==> config.mk <==
export PLATFORM = sky130hd
export DESIGN_NAME = weather_sensor_pulse_distance_tx
export DESIGN_NICKNAME = d
export VERILOG_FILES = /design/src/hw/rtl/wspd_pkg.sv /design/src/hw/rtl/weather_sensor_pulse_distance_tx.sv
export SDC_FILE = /design/constraint.sdc
export NUM_CORES = 1
export LEC_CHECK = 0
export BUFFER_PORTS_ARGS = -buffer_cell sky130_fd_sc_hd__buf_2
export CORE_MARGIN = 2
export CORE_UTILIZATION = 30
export CTS_CLUSTER_DIAMETER = 120
export CTS_CLUSTER_SIZE = 16
export DETAILED_ROUTE_END_ITERATION = 10
export PLACE_DENSITY = 0.57
export SLEW_MARGIN = 20
export SYNTH_ARGS = -nofsm -noshare
export SYNTH_HDL_FRONTEND = slang
export SYNTH_SLANG_ARGS = --single-unit
==> constraint.sdc <==
create_clock -name clock -period 8.65 [get_ports clock]
set_input_delay 1.73 -clock clock [delete_from_list [all_inputs] [get_ports clock]]
set_output_delay 1.73 -clock clock [all_outputs]
set_load 0.01 [all_outputs]
==> src/hw/rtl/wspd_pkg.sv <==
package wspd_pkg;

   // Frame and field geometry.
   localparam int unsigned FRAME_BITS      = 36;
   localparam int unsigned POS_WIDTH       = 6;
   localparam int unsigned CFG_WIDTH       = 13;
   localparam int unsigned REPEAT_WIDTH    = 4;
   localparam int unsigned CSR_INDEX_WIDTH = 3;
   localparam int unsigned TEMP_WIDTH      = 12;

   // Default segment counter width.
   localparam int unsigned TIMER_WIDTH_DEFAULT = 13;

   // Register reset values.
   localparam logic [CFG_WIDTH-1:0]    HIGH_TICKS_RESET     = 13'd500;
   localparam logic [CFG_WIDTH-1:0]    SYNC_LOW_TICKS_RESET = 13'd4000;
   localparam logic [CFG_WIDTH-1:0]    ONE_LOW_TICKS_RESET  = 13'd2000;
   localparam logic [CFG_WIDTH-1:0]    ZERO_LOW_TICKS_RESET = 13'd1000;
   localparam logic [REPEAT_WIDTH-1:0] REPEAT_COUNT_RESET   = 4'd5;

   // Command codes of an input word.
   localparam logic CMD_START = 1'b0;
   localparam logic CMD_TICK  = 1'b1;

   // Configuration register indexes.
   typedef enum logic [CSR_INDEX_WIDTH-1:0] {
      CSR_HIGH_TICKS     = 3'd0,
      CSR_SYNC_LOW_TICKS = 3'd1,
      CSR_ONE_LOW_TICKS  = 3'd2,
      CSR_ZERO_LOW_TICKS = 3'd3,
      CSR_REPEAT_COUNT   = 3'd4
   } csr_index_type;

   // One result word.
   typedef struct packed {
      logic                  line_level;
      logic                  busy_res;
      logic                  start_rejected;
      logic [FRAME_BITS-1:0] frame_word;
      logic                  finished;
   } rsp_word_type;

   // Build the frame. A negative temperature goes out as the ones' complement
   // of its magnitude, which is the value minus one in 12 bits.
   function automatic logic [FRAME_BITS-1:0] pack_frame(
      input logic [7:0]                   sensor_id,
      input logic                         battery_flag,
      input logic [1:0]                   channel,
      input logic signed [TEMP_WIDTH-1:0] temperature,
      input logic [7:0]                   humidity
   );
      logic [TEMP_WIDTH-1:0] temp_code;
      temp_code = temperature[TEMP_WIDTH-1] ? (temperature - 1'b1) : temperature;
      return {sensor_id, battery_flag, 1'b0, channel, temp_code, 4'hF, humidity};
   endfunction

endpackage

==> src/hw/rtl/weather_sensor_pulse_distance_tx.sv <==
// Pulse-distance OOK weather sensor transmitter. A start word packs a 36-bit
// frame (id, battery, channel, temperature, humidity) and begins sending it;
// each tick word moves the waveform one time unit: a sync pulse and long low
// gap, then 36 bits, each a high pulse followed by a long (one) or short (zero)
// low gap, repeated repeat_count times. Every input word yields one result
// word. The block takes one word per clock cycle unless a stalled result holds
// it, and registers its result; the rate is set by the single state update
// between the input handshake and the result register. A start while busy is
// rejected and leaves the transmission untouched. Configuration writes are
// taken in any cycle and apply at the next segment load.
module weather_sensor_pulse_distance_tx
   import wspd_pkg::*;
#(
   parameter int unsigned TIMER_WIDTH = TIMER_WIDTH_DEFAULT
) (
   input  logic                        clock,
   input  logic                        reset,
   // Input words
   input  logic                        req_valid,
   output logic                        req_ready,
   input  logic                        req_command,
   input  logic [7:0]                  req_sensor_id,
   input  logic                        req_battery_flag,
   input  logic [1:0]                  req_channel,
   input  logic signed [TEMP_WIDTH-1:0] req_temperature_tenths,
   input  logic [7:0]                  req_humidity,
   // Result words
   output logic                        rsp_valid,
   input  logic                        rsp_ready,
   output logic                        rsp_line_level,
   output logic                        rsp_busy_res,
   output logic                        rsp_start_rejected,
   output logic [FRAME_BITS-1:0]       rsp_frame_word,
   output logic                        rsp_finished,
   // Configuration writes
   input  logic                        csr_valid,
   output logic                        csr_ready,
   input  logic [CSR_INDEX_WIDTH-1:0]  csr_index,
   input  logic [CFG_WIDTH-1:0]        csr_data
);

   // Configuration registers.
   logic [CFG_WIDTH-1:0]    high_ticks_ff, sync_low_ticks_ff;
   logic [CFG_WIDTH-1:0]    one_low_ticks_ff, zero_low_ticks_ff;
   logic [REPEAT_WIDTH-1:0] repeat_count_ff;

   // Transmit state.
   logic [FRAME_BITS-1:0]   frame_store_ff, frame_store_in;
   logic [REPEAT_WIDTH-1:0] repeats_left_ff, repeats_left_in;
   logic [POS_WIDTH-1:0]    bit_position_ff, bit_position_in;
   logic                    in_high_phase_ff, in_high_phase_in;
   logic [TIMER_WIDTH-1:0]  tick_countdown_ff, tick_countdown_in;
   logic                    active_ff, active_in;

   // Result register.
   logic                    rsp_valid_ff, rsp_valid_in;
   rsp_word_type            rsp_word_ff, rsp_word_in;

   logic                    req_fire;
   logic                    rejected;
   logic                    done;
   logic [TIMER_WIDTH-1:0]  countdown_dec;
   logic [POS_WIDTH-1:0]    position_inc;
   logic [POS_WIDTH-1:0]    frame_bit_idx;
   logic                    frame_bit;
   logic [TIMER_WIDTH-1:0]  low_len;

   // A segment length is cut to the counter width, and zero counts as one tick.
   function automatic logic [TIMER_WIDTH-1:0] seg_len(input logic [CFG_WIDTH-1:0] v);
      logic [TIMER_WIDTH-1:0] t;
      t = TIMER_WIDTH'(v);
      return (t == '0) ? TIMER_WIDTH'(1) : t;
   endfunction

   assign csr_ready = 1'b1;
   assign req_ready = !rsp_valid_ff || rsp_ready;
   assign req_fire  = req_valid && req_ready;

   // Configuration register writes.
   always_ff @(posedge clock) begin
      if (reset) begin
         high_ticks_ff     <= HIGH_TICKS_RESET;
         sync_low_ticks_ff <= SYNC_LOW_TICKS_RESET;
         one_low_ticks_ff  <= ONE_LOW_TICKS_RESET;
         zero_low_ticks_ff <= ZERO_LOW_TICKS_RESET;
         repeat_count_ff   <= REPEAT_COUNT_RESET;
      end else if (csr_valid) begin
         unique case (csr_index)
            CSR_HIGH_TICKS:     high_ticks_ff     <= csr_data;
            CSR_SYNC_LOW_TICKS: sync_low_ticks_ff <= csr_data;
            CSR_ONE_LOW_TICKS:  one_low_ticks_ff  <= csr_data;
            CSR_ZERO_LOW_TICKS: zero_low_ticks_ff <= csr_data;
            CSR_REPEAT_COUNT:   repeat_count_ff   <= csr_data[REPEAT_WIDTH-1:0];
            default: ;
         endcase
      end
   end

   // Low gap after the current high pulse: sync gap at position zero, else
   // chosen by the frame bit that this position sends.
   assign countdown_dec = tick_countdown_ff - 1'b1;
   assign position_inc  = bit_position_ff + 1'b1;
   assign frame_bit_idx = POS_WIDTH'(FRAME_BITS) - bit_position_ff;
   assign frame_bit     = frame_store_ff[frame_bit_idx];

   always_comb begin
      if (bit_position_ff == '0) begin
         low_len = seg_len(sync_low_ticks_ff);
      end else if (frame_bit) begin
         low_len = seg_len(one_low_ticks_ff);
      end else begin
         low_len = seg_len(zero_low_ticks_ff);
      end
   end

   // Next state for the accepted word.
   always_comb begin
      frame_store_in    = frame_store_ff;
      repeats_left_in   = repeats_left_ff;
      bit_position_in   = bit_position_ff;
      in_high_phase_in  = in_high_phase_ff;
      tick_countdown_in = tick_countdown_ff;
      active_in         = active_ff;
      rejected          = 1'b0;
      done              = 1'b0;
      if (req_fire) begin
         if (req_command == CMD_START) begin
            if (active_ff) begin
               rejected = 1'b1;
            end else begin
               frame_store_in    = pack_frame(req_sensor_id, req_battery_flag, req_channel,
                                              req_temperature_tenths, req_humidity);
               repeats_left_in   = (repeat_count_ff == '0) ? REPEAT_WIDTH'(1)
                                                           : repeat_count_ff;
               bit_position_in   = '0;
               in_high_phase_in  = 1'b1;
               tick_countdown_in = seg_len(high_ticks_ff);
               active_in         = 1'b1;
            end
         end else if (active_ff) begin
            tick_countdown_in = countdown_dec;
            if (countdown_dec == '0) begin
               if (in_high_phase_ff) begin
                  in_high_phase_in  = 1'b0;
                  tick_countdown_in = low_len;
               end else begin
                  bit_position_in   = position_inc;
                  in_high_phase_in  = 1'b1;
                  tick_countdown_in = seg_len(high_ticks_ff);
                  // Past the last frame bit: one repetition is complete.
                  if (position_inc > POS_WIDTH'(FRAME_BITS)) begin
                     bit_position_in = '0;
                     repeats_left_in = repeats_left_ff - 1'b1;
                     if (repeats_left_ff == REPEAT_WIDTH'(1)) begin
                        active_in         = 1'b0;
                        in_high_phase_in  = 1'b0;
                        tick_countdown_in = '0;
                        done              = 1'b1;
                     end
                  end
               end
            end
         end
      end
   end

   // Result word and output valid.
   always_comb begin
      rsp_word_in.line_level     = active_in && in_high_phase_in;
      rsp_word_in.busy_res       = active_in;
      rsp_word_in.start_rejected = rejected;
      rsp_word_in.frame_word     = frame_store_in;
      rsp_word_in.finished       = done;
      if (req_fire) begin
         rsp_valid_in = 1'b1;
      end else if (rsp_ready) begin
         rsp_valid_in = 1'b0;
      end else begin
         rsp_valid_in = rsp_valid_ff;
      end
   end

   // State and valid registers.
   always_ff @(posedge clock) begin
      if (reset) begin
         frame_store_ff    <= '0;
         repeats_left_ff   <= '0;
         bit_position_ff   <= '0;
         in_high_phase_ff  <= 1'b0;
         tick_countdown_ff <= '0;
         active_ff         <= 1'b0;
         rsp_valid_ff      <= 1'b0;
      end else begin
         frame_store_ff    <= frame_store_in;
         repeats_left_ff   <= repeats_left_in;
         bit_position_ff   <= bit_position_in;
         in_high_phase_ff  <= in_high_phase_in;
         tick_countdown_ff <= tick_countdown_in;
         active_ff         <= active_in;
         rsp_valid_ff      <= rsp_valid_in;
      end
   end

   // Result payload is loaded only when a word is accepted.
   always_ff @(posedge clock) begin
      if (req_fire) begin
         rsp_word_ff <= rsp_word_in;
      end
   end

   assign rsp_valid          = rsp_valid_ff;
   assign rsp_line_level     = rsp_word_ff.line_level;
   assign rsp_busy_res       = rsp_word_ff.busy_res;
   assign rsp_start_rejected = rsp_word_ff.start_rejected;
   assign rsp_frame_word     = rsp_word_ff.frame_word;
   assign rsp_finished       = rsp_word_ff.finished;

endmodule

==> out/metrics.csv <==
stage;metric;value;unit
status;status;finished clean;
cells_and_area;layout-drive-gt1-share;0.164;
pwr;irDropWorstVdd;102;uV
critical_path;critPathArrivalTime;4.76;ns
synthesis;synth.most_common_cell;nand2_1;
die;std_cell_rows;58;
detailed_routing;drc;0;
synthesis;synth_top_area_share;0.305;
critical_path;worst_setup_path_end_kind;flop;
detailed_routing;first_iter_violations;553;
detailed_routing;vias;6738;
cells_and_area;diodes;0;
synthesis;synthArstFlopShare;0;
global_routing;grt_overflow_total;0;
timing;hold_ws;0.463;ns
synthesis;synth_flop_cell;dfxtp_1;
synthesis;synth_compound_area_frac;0.146;
cells_and_area;multi_input_area;0.00387;mm^2
clock_tree;cts_hold_buf;0;
die;io-pin-count;96;
pwr;p_leak;3.51;nW
placed_design;pre_cts_slack;3.86;ns
cells_and_area;syn_to_final_growth;16.5;%
timing;slew_headroom;0.228;
die;die_w;165;um
clock_tree;postCtsSetupBuffers;0;
critical_path;cp-start-kind;primary input;
pwr;powerDensity;199;mW/mm^2
clock_tree;clkTransAtPathRegs;0.07;ns
global_routing;grtUsageTotal;0.162;
synthesis;synth_common_cells;209 x nand2_1, 118 x dfxtp_1, 67 x a21oi_1;
critical_path;cp-startpoint;req_command;
min_path;worstHoldStart;zero_low_ticks_ff[0]$_SDFFE_PP0P_;
synthesis;synthTopCellsByArea;dfxtp_1 31%, edfxtp_1 16%, nand2_1 10%;
synthesis;ys_seq_area_frac;0.460;
critical_path;reg2regPathDepth;10;
timing;skew;0.00972;ns
detailed_routing;postRouteAntennaNets;0;
min_path;holdPathStages;2;
synthesis;synth_mux_area_frac;0.0422;
die;core-area;0.0253;mm^2
critical_path;cp_cell_sequence;buf_2 > inv_1 > ha_1 > and3_1 > nand2_1 > o32a_4 > nor3_2 > a31oi_1 > a211oi_2;
clock_tree;clock_path_buffers;2;
timing;rsz0062_at_grt;no;
synthesis;synthesis.instances;910;
clock_tree;cts_resized;0;
detailed_routing;drtPass1Iterations;5;
global_routing;antenna_found_initial;0;
critical_path;critical_path_class;primary input to flop;
synthesis;ys_types;74;
timing;max_clock_freq;0.227;GHz
synthesis;synth_top_family_by_area;simple AND/OR/NAND/NOR gates;
die;dieArea;0.0271;mm^2
critical_path;cpPeakStageDelay;0.65;ns
synthesis;synthXorXnorAreaFrac;0.0225;
timing;fin_tns_setup;0;ns
cells_and_area;nets;1031;
timing;drv_slew;0;
placed_design;dp.cells;1279;
min_path;hold_path.class;flop to flop;
synthesis;yosysWarnings;0;
timing;fin_crit;4.41;ns
critical_path;required;9.00;ns
cells_and_area;regArea;0.00356;mm^2
placed_design;dpl.hpwl;15000;um
job;maxCapViolCount;0;
synthesis;yosys.area_share.simple;0.271;
global_routing;first_global_vias;6355;
die;start_util;0.306;
cells_and_area;finalNonFillerCells;1311;
detailed_routing;wl;21400;um
pwr;total_power;1.80;mW
clock_tree;cts_inserted_buffers;17;
timing;finalSetupViolCount;0;
critical_path;timing.rr.start;bit_position_ff[0]$_SDFFE_PP0P_;
timing;worstMarginPinSlew;1.15;ns
timing;fin_ws;4.24;ns
placed_design;gp_congestion;0.811;
detailed_routing;viasPerCell;5.14;
timing;final_hold_viol_count;0;
die;die_h;165;um
synthesis;synthAdderAreaFrac;0.0175;
cells_and_area;fillers;2654;
clock_tree;tritoncts;built;
global_routing;grt_pass1_wl;34700;um
placed_design;portBuffers;94;
synthesis;synth.avg_cell_area;8.50;um^2
clock_tree;cts_root_buffer;clkbuf_16;
clock_tree;clk_latency;0.44;ns
synthesis;syn_nets;973;
detailed_routing;wl_per_cell;16.3;um
synthesis;synth_enable_flop_cells;40;
synthesis;synthesis.area;0.00774;mm^2
clock_tree;h-tree-depth;4;
clock_tree;clkSinkCount;158;
timing;fin_crit_sh;0.510;
critical_path;cp_slowest_cell;and3_1;
global_routing;grt_max_degree;75;
critical_path;critPathMaxFanout;35;
synthesis;yosys.area.top_type;dfxtp_1;
synthesis;ys_ff_latch;158;
-- flip-flops by register name (all words and copies together) (netlist names), 4 cells and up --
name,count
bit_position_ff,6
frame_store_ff,36
high_ticks_ff,13
one_low_ticks_ff,13
repeat_count_ff,4
repeats_left_ff,4
rsp_frame_word,36
sync_low_ticks_ff,13
tick_countdown_ff,13
zero_low_ticks_ff,13
-- critical path: cells and delay by family --
kind,cells,cell delay [ns]
buffers and inverters,2,0.92
AO/OA/AOI/OAI,3,0.73
adder cells (fa/ha/maj),1,0.42
AND/OR/NAND/NOR,3,0.96
-- path summary, 6_finish.rpt --
check                                            to  slack, ns
setup / recovery    bit_position_ff[5]$_SDFFE_PP0P_       4.24
hold reg to reg   zero_low_ticks_ff[0]$_SDFFE_PP0P_       0.46
hold / removal    zero_low_ticks_ff[0]$_SDFFE_PP0P_       0.46
setup reg to reg  tick_countdown_ff[0]$_SDFFE_PP0P_       4.42
-- per-layer routing --
layer	routed length [um]	track usage	vias up
met2	9570	0.250	177
met4	173	0.0431	0
li1	-	-	3330
met5	0	0	-
met1	10500	0.230	3214
met3	1100	0.0344	17
-- through the flow --
stage	instance area [um^2]	utilization
after floorplan	7740	-
after global routing	9020	0.357
after detailed placement	8430	0.334
final	9020	0.357
after global placement	8430	0.334
after CTS	9020	0.357
-- layout make-up --
cell class / instances / area share
timing repair buffer: 99 / 0.0563
clock inverter: 15 / 0.0186
tap: 330 / 0.0458
clock buffer: 17 / 0.0472
inverter: 18 / 0.00749
sequential: 158 / 0.395
multi-input combinational: 674 / 0.430
-- power by group --
part           leakage, nW  switching (mW)  internal [mW]  total [mW]
Sequential            1.36          0.0310          0.799       0.830
Clock                0.291           0.354          0.388       0.742
Combinational         1.85           0.141         0.0842       0.225
Total                 3.51           0.526           1.27        1.80
-- logic make-up after synthesis --
| family | after synthesis |
|---|---|
| mux | 22 |
| buf+inv | 78 |
| simple gates | 444 |
| compound gates | 177 |
| flops | 158 |
| fa+ha+maj | 11 |
| xor+xnor | 19 |
| other cells | 1 |
-- layout by cell type (no fill, tap or decap), types with 5 or more instances in the layout --
master	Yosys	routed
o22ai_1	5	5
and2_1	18	18
a31oi_1	7	7
mux4_2	8	8
o2111ai_1	8	8
dfxtp_1	118	118
nand3_1	41	41
nand2b_1	6	6
a21oi_1	67	67
nand2_1	209	209
ha_1	10	10
mux2i_1	9	9
xnor2_1	16	16
nor3_1	38	36
nor4_1	15	15
edfxtp_1	40	40
o21ai_0	36	36
nor3b_1	11	11
inv_1	16	15
clkbuf_16	0	17
buf_4	1	5
and3_1	15	15
nor2b_1	5	5
mux2_2	5	5
nand3b_1	5	5
a211oi_1	10	10
nor2_1	54	54
buf_2	6	94
Note: power is estimated with default switching activity, not from simulation.
